===== src/rtl/core/ahfc_pkg.sv =====
package ahfc_pkg;

  // payload buffer sizing
  localparam int MAX_DATA_BYTES = 16;
  localparam int PCNT_W = $clog2(MAX_DATA_BYTES + 1);
  localparam int ADDR_W = (MAX_DATA_BYTES > 1) ? $clog2(MAX_DATA_BYTES) : 1;

  // delay window holding CRC and trailer characters
  localparam int WINDOW_LEN = 4;
  localparam int WIN_IDX_W = $clog2(WINDOW_LEN);

  localparam logic [7:0] CRC_POLY   = 8'h31;
  localparam logic [7:0] CRC_INIT   = 8'hFF;
  localparam logic [7:0] START_CHAR = 8'h24;
  localparam logic [5:0] COUNT_MAX  = 6'd63;

  typedef enum logic [2:0] {
    ST_OK       = 3'd0,
    ST_BAD_CMD  = 3'd1,
    ST_SHORT    = 3'd2,
    ST_CRC      = 3'd3,
    ST_HEX      = 3'd4,
    ST_OVERFLOW = 3'd5
  } status_t;

  typedef enum logic [2:0] {
    S_IDLE,
    S_CRC,
    S_FINAL,
    S_READ,
    S_SEND
  } state_t;

  typedef struct packed {
    logic       start;
    logic       clear;
    logic [7:0] data;
  } crc_ctrl_t;

  typedef struct packed {
    logic              en;
    logic [ADDR_W-1:0] addr;
    logic [7:0]        data;
  } buf_wr_t;

  // nibble to uppercase ASCII hex digit
  function automatic logic [7:0] upper_hex(input logic [3:0] v);
    logic [7:0] r;
    if (v < 4'd10) begin
      r = 8'h30 + {4'h0, v};
    end else begin
      r = 8'h37 + {4'h0, v};
    end
    return r;
  endfunction

  // {ok, value}; upper or lower case accepted
  function automatic logic [4:0] hex_decode(input logic [7:0] c);
    logic [7:0] d;
    logic [4:0] r;
    d = 8'h00;
    r = 5'h00;
    case (c) inside
      [8'h30:8'h39]: begin
        d = c - 8'h30;
        r = {1'b1, d[3:0]};
      end
      [8'h41:8'h46]: begin
        d = c - 8'h37;
        r = {1'b1, d[3:0]};
      end
      [8'h61:8'h66]: begin
        d = c - 8'h57;
        r = {1'b1, d[3:0]};
      end
      default: r = 5'h00;
    endcase
    return r;
  endfunction

endpackage


===== src/rtl/core/ahfc_crc_unit.sv =====
// Bit-serial CRC-8, one polynomial step per cycle
module ahfc_crc_unit (
  input  logic              clk,
  input  logic              rst,
  input  ahfc_pkg::crc_ctrl_t ctrl,
  output logic              busy,
  output logic [7:0]        crc
);
  import ahfc_pkg::*;

  logic [2:0] step;

  always_ff @(posedge clk) begin
    if (rst || ctrl.clear) begin
      crc  <= CRC_INIT;
      busy <= 1'b0;
      step <= 3'd0;
    end else if (ctrl.start) begin
      crc  <= crc ^ ctrl.data;
      busy <= 1'b1;
      step <= 3'd0;
    end else if (busy) begin
      crc  <= crc[7] ? ({crc[6:0], 1'b0} ^ CRC_POLY) : {crc[6:0], 1'b0};
      step <= step + 3'd1;
      if (step == 3'd7) begin
        busy <= 1'b0;
      end
    end
  end

endmodule


===== config.mk =====
export PLATFORM = sky130hd
export DESIGN_NAME = ahfc_crc_unit
export DESIGN_NICKNAME = d
export VERILOG_FILES = /design/src/rtl/core/ahfc_pkg.sv /design/src/rtl/core/ahfc_crc_unit.sv
export SDC_FILE = /design/constraint.sdc
export NUM_CORES = 1
export LEC_CHECK = 0
export ABC_CLOCK_PERIOD_IN_PS = 1000
export BUFFER_PORTS_ARGS = -buffer_cell sky130_fd_sc_hd__buf_2
export CAP_MARGIN = 20
export CORE_UTILIZATION = 42
export DETAILED_ROUTE_END_ITERATION = 8
export PLACE_DENSITY_LB_ADDON = 0.25
export SLEW_MARGIN = 20
export SYNTH_ARGS = -nofsm -noshare
export SYNTH_HDL_FRONTEND = slang
export SYNTH_SLANG_ARGS = --single-unit
export TNS_END_PERCENT = 20

===== constraint.sdc =====
create_clock -name clk -period 1 [get_ports clk]
set_clock_uncertainty 0.05 [all_clocks]
set_input_delay 0.1 -clock clk [delete_from_list [all_inputs] [get_ports clk]]
set_output_delay 0.1 -clock clk [all_outputs]
set_load 0.02 [all_outputs]

### Yosys cells after proc, flatten, opt, wreduce, memory -nomap -nowiden

Cells that the tools add are included.

* register bits: 12
* output and inout bits: 9
* word-level logic and storage cells: 16

* add/sub/neg operators: 1
* equality and inequality tests: 1
* muxes and demuxes: 6
* bitwise logic cells: 2
* reductions and logical operators: 3

Operators by type and width (count)
* $mux W8: 2
* $xor A8 B8 Y8: 1
* $mux W6: 1
* $add A3 B1 Y3 const B: 1
* $eq A3 B3 Y1 const B: 1
* $mux W1: 3
* $not A3 Y3: 1
* $reduce_bool A2 Y1: 1
* $reduce_or A2 Y1: 1
* $logic_or A1 B1 Y1: 1

### Longest topological paths before layout

* depth after elaboration: 4
* depth in mapped cells: 5
* depth with buffers taken out: 5

### Worst setup path after synthesis

Ideal clock, no wire load.

* path type: reg-to-reg
* start: register busy
* end: register crc[7]
* library setup time: 0.134 ns
* arrival time: 1.041 ns
* data required time: 0.816 ns
* setup slack: -0.225 ns
* stages on the path, launching flop included: 6
* cells stage by stage: dfxtp_1 -> buf_6 -> or2_1 -> buf_6 -> a21oi_2 -> o21ai_1

* word-level cells in the longest chain between the ends: 1

RTL lines
* start: declaration: RTL line ahfc_crc_unit.sv:6 `output logic busy,`
* start signal: assignment: RTL line ahfc_crc_unit.sv:16 `busy <= 1'b0;`
* start signal: assignment: RTL line ahfc_crc_unit.sv:20 `busy <= 1'b1;`
* start signal: assignment: RTL line ahfc_crc_unit.sv:26 `busy <= 1'b0;`
* $reduce_bool A2 Y1 (no source line)
* end signal: assignment: RTL line ahfc_crc_unit.sv:19 `crc <= crc ^ ctrl.data;`
* end signal: assignment: RTL line ahfc_crc_unit.sv:23 `crc <= crc[7] ? ({crc[6:0], 1'b0} ^ CRC_POLY) : {crc[6:0], 1'b0};`
* end: declaration: RTL line ahfc_crc_unit.sv:7 `output logic [7:0] crc`

Every way passes these cells.
A chain may end at the register's enable or synchronous reset.

### Worst setup path in the final report

* start: register step[0]
* end: register step[2]

* word-level cells in the longest chain between the ends: 1

RTL lines
* start: declaration: RTL line ahfc_crc_unit.sv:11 `logic [2:0] step;`
* start signal: assignment: RTL line ahfc_crc_unit.sv:24 `step <= step + 3'd1;`
* $add A3 B1 Y3: RTL line ahfc_crc_unit.sv:24

Every way passes these cells.

==> metrics.txt <==
Final GP Congestion 0.662; Synth Cell Area 639 um^2; r2r endpoint step[2]; most numerous cell in the Yosys netlist dfxtp_1; Yosys reg bits 12; setup ws final -0.130 ns; Slew @ Worst Pin 0.251 ns; FF-to-FF setup slack -0.13 ns; drt via density 5.45; Setup Fix Bufs, Post-CTS 0; DRC viols 0; Yosys Warn Count 0; synth cell count leaders dfxtp_1, nand2b_1; vias 632; Core ar. 0.00135 mm^2; Mapped Cells 72; Synth top area share 0.376; Critical Path RT 1.13 ns; crit end category register; post-synthesis async set-or-reset flop share 0; CTS tree done; Root Buffer clkbuf_4; Total Nets Final 116; I/O pin cnt 21; final hold slack 0.0950 ns; htree depth 1; outcome finished, violations left; worst hold path class input pin to register; P&R area growth vs syn 40.1%; DR pass1 iterations 6; Power Density 1120 mW/mm^2; EDFF count, synth 0; Initial Util 0.474; Routed wire per std cell 12.3 um; main flop type after synthesis dfxtp_1; CP arrival 1.26 ns; total power 0.00100 W; Syn Area/Cell 8.88 um^2; Routed Wire Length 1420 um; failing checks setup timing; largest net degree at the start of global routing 21; Rel. slew slack 0.831; layout cells sized above 1 0.505; leading post-synthesis cells by cell area dfxtp_1, a21oi_2, nand2b_1; max-slew violation count 0; Crit Path Max Fanout 2; Iter 0 DRT Violations 9; clk_lat worst skew 0.27 ns; RR Startpoint step[0]; Achievable Freq 885 MHz; die width 41.0 um; initial antenna violation count 0; Core Util, Final 0.664; min Tclk post-route 1.13 ns; Clock Sinks 12; clock buffer depth 2; post-synth cell types 18; MaxCap Viol Count 0; startpoint types register; Final Non-Filler Cells 116; Syn Nets 86; clock slew at reported path FFs 0.07 ns; die height 41.0 um; DP HPWL 976 um; Worst VDD drop 0.757 mV; RSZ-0062 raised after global routing yes; Total GRT Usage 0.198; I/O Buffers 20; Hold Path Depth 4; WHS Endpoint crc[1]; vias in the first global route 574; Leak 0.327 nW; TNS Setup -0.328 ns; critical path type register to register; Num CTS Buffers 3; # rows 13; Final setup violation count 7; largest area contributor in the netlist dfxtp_1; Seq/Total Area, Yosys 0.376; R2R depth 4; Cells after DPL 108; final hold vios 0; final cycle utilization of the critical path 1.13; first-pass GRT wire length 2220 um; # diodes 0; Min-Delay Startpoint ctrl[1]; ANT nets after route 0; die area 0.00168 mm^2; total grt overflow 0
[metrics by stage]
step | area (um^2) | setup slack (ns)
after CTS | 870 | -0.166
after detailed placement | 761 | -0.159
final | 896 | -0.130
after global placement | 761 | -0.110
after global routing | 896 | -0.216
after floorplan | 643 | -0.168
[metal layers]
layer	track usage	up-vias	wire length [um]
met1	0.231	292	635
met5	0	-	0
li1	-	316	-
met3	0.0326	2	105
met2	0.355	22	673
met4	0.0750	0	8
[cell families (layout without fill, tap and decap cells)]
| group | Yosys count | count (layout) | synth area share |
|---|---|---|---|
| compound gates | 25 | 25 | 0.243 |
| xor+xnor | 3 | 3 | 0.0411 |
| fa+ha+maj | 2 | 2 | 0.0391 |
| buf+inv | 5 | 34 | 0.0665 |
| flops | 12 | 12 | 0.376 |
| mux | 2 | 2 | 0.0313 |
| simple gates | 23 | 23 | 0.204 |
[worst max path at each step]
stage	startpoint	endpoint	cells after the start
finish	step[0]	step[2]	4
global route	step[1]	step[2]	4
CTS	step[1]	step[2]	4
detailed placement	step[0]	step[2]	4
global placement	step[0]	step[2]	4
floorplan	busy	crc[7]	5
[flip-flops by register name (all words and copies together) (netlist names)]
register and flops:
busy 1, crc 8, step 3
[cells in the final DEF, fill, tap and decap left out, drive strengths merged]
cell and count:
ha 2, nor2 1, mux2i 2, buf 25, nand2b 9, o21ai 16, xor2 2, nor4 3
dfxtp 12, a21oi 9, xnor2 1, clkbuf 4, inv 1, dlygate4sd3 4, nor3 1, or2 1
nand3 8
[worst max-delay path: stages (launching register included)]
cell	delay, ns
dfxtp_2	0.34
ha_4	0.16
ha_4	0.24
mux2i_1	0.05
nor4_1	0.20
[report_power, final]
part | internal (W) | switching [W] | leakage, nW | total [W]
Combinational | 0.0000925 | 0.0000982 | 0.215 | 0.000191
Sequential | 0.000491 | 0.0000170 | 0.0969 | 0.000508
Clock | 0.000154 | 0.000148 | 0.0150 | 0.000302
[area by class of cell]
class,instances,area (um^2)
Tap cell,15,18.8
Sequential cell,12,258
Inverter,1,3.75
Fill cell,123,454
Timing Repair Buffer,29,199
Multi-Input combinational cell,55,390
Clock buffer,4,26.3
[repair_timing]
action | 4_1_cts | 5_1_grt
pin swaps | 3 | 0
hold buffers | 3 | 1
gates resized for setup | 15 | 16
endpoints found under the setup margin | 16 | 19
endpoints found under the hold margin | 3 | 2
(Power assumes the default switching activity.)
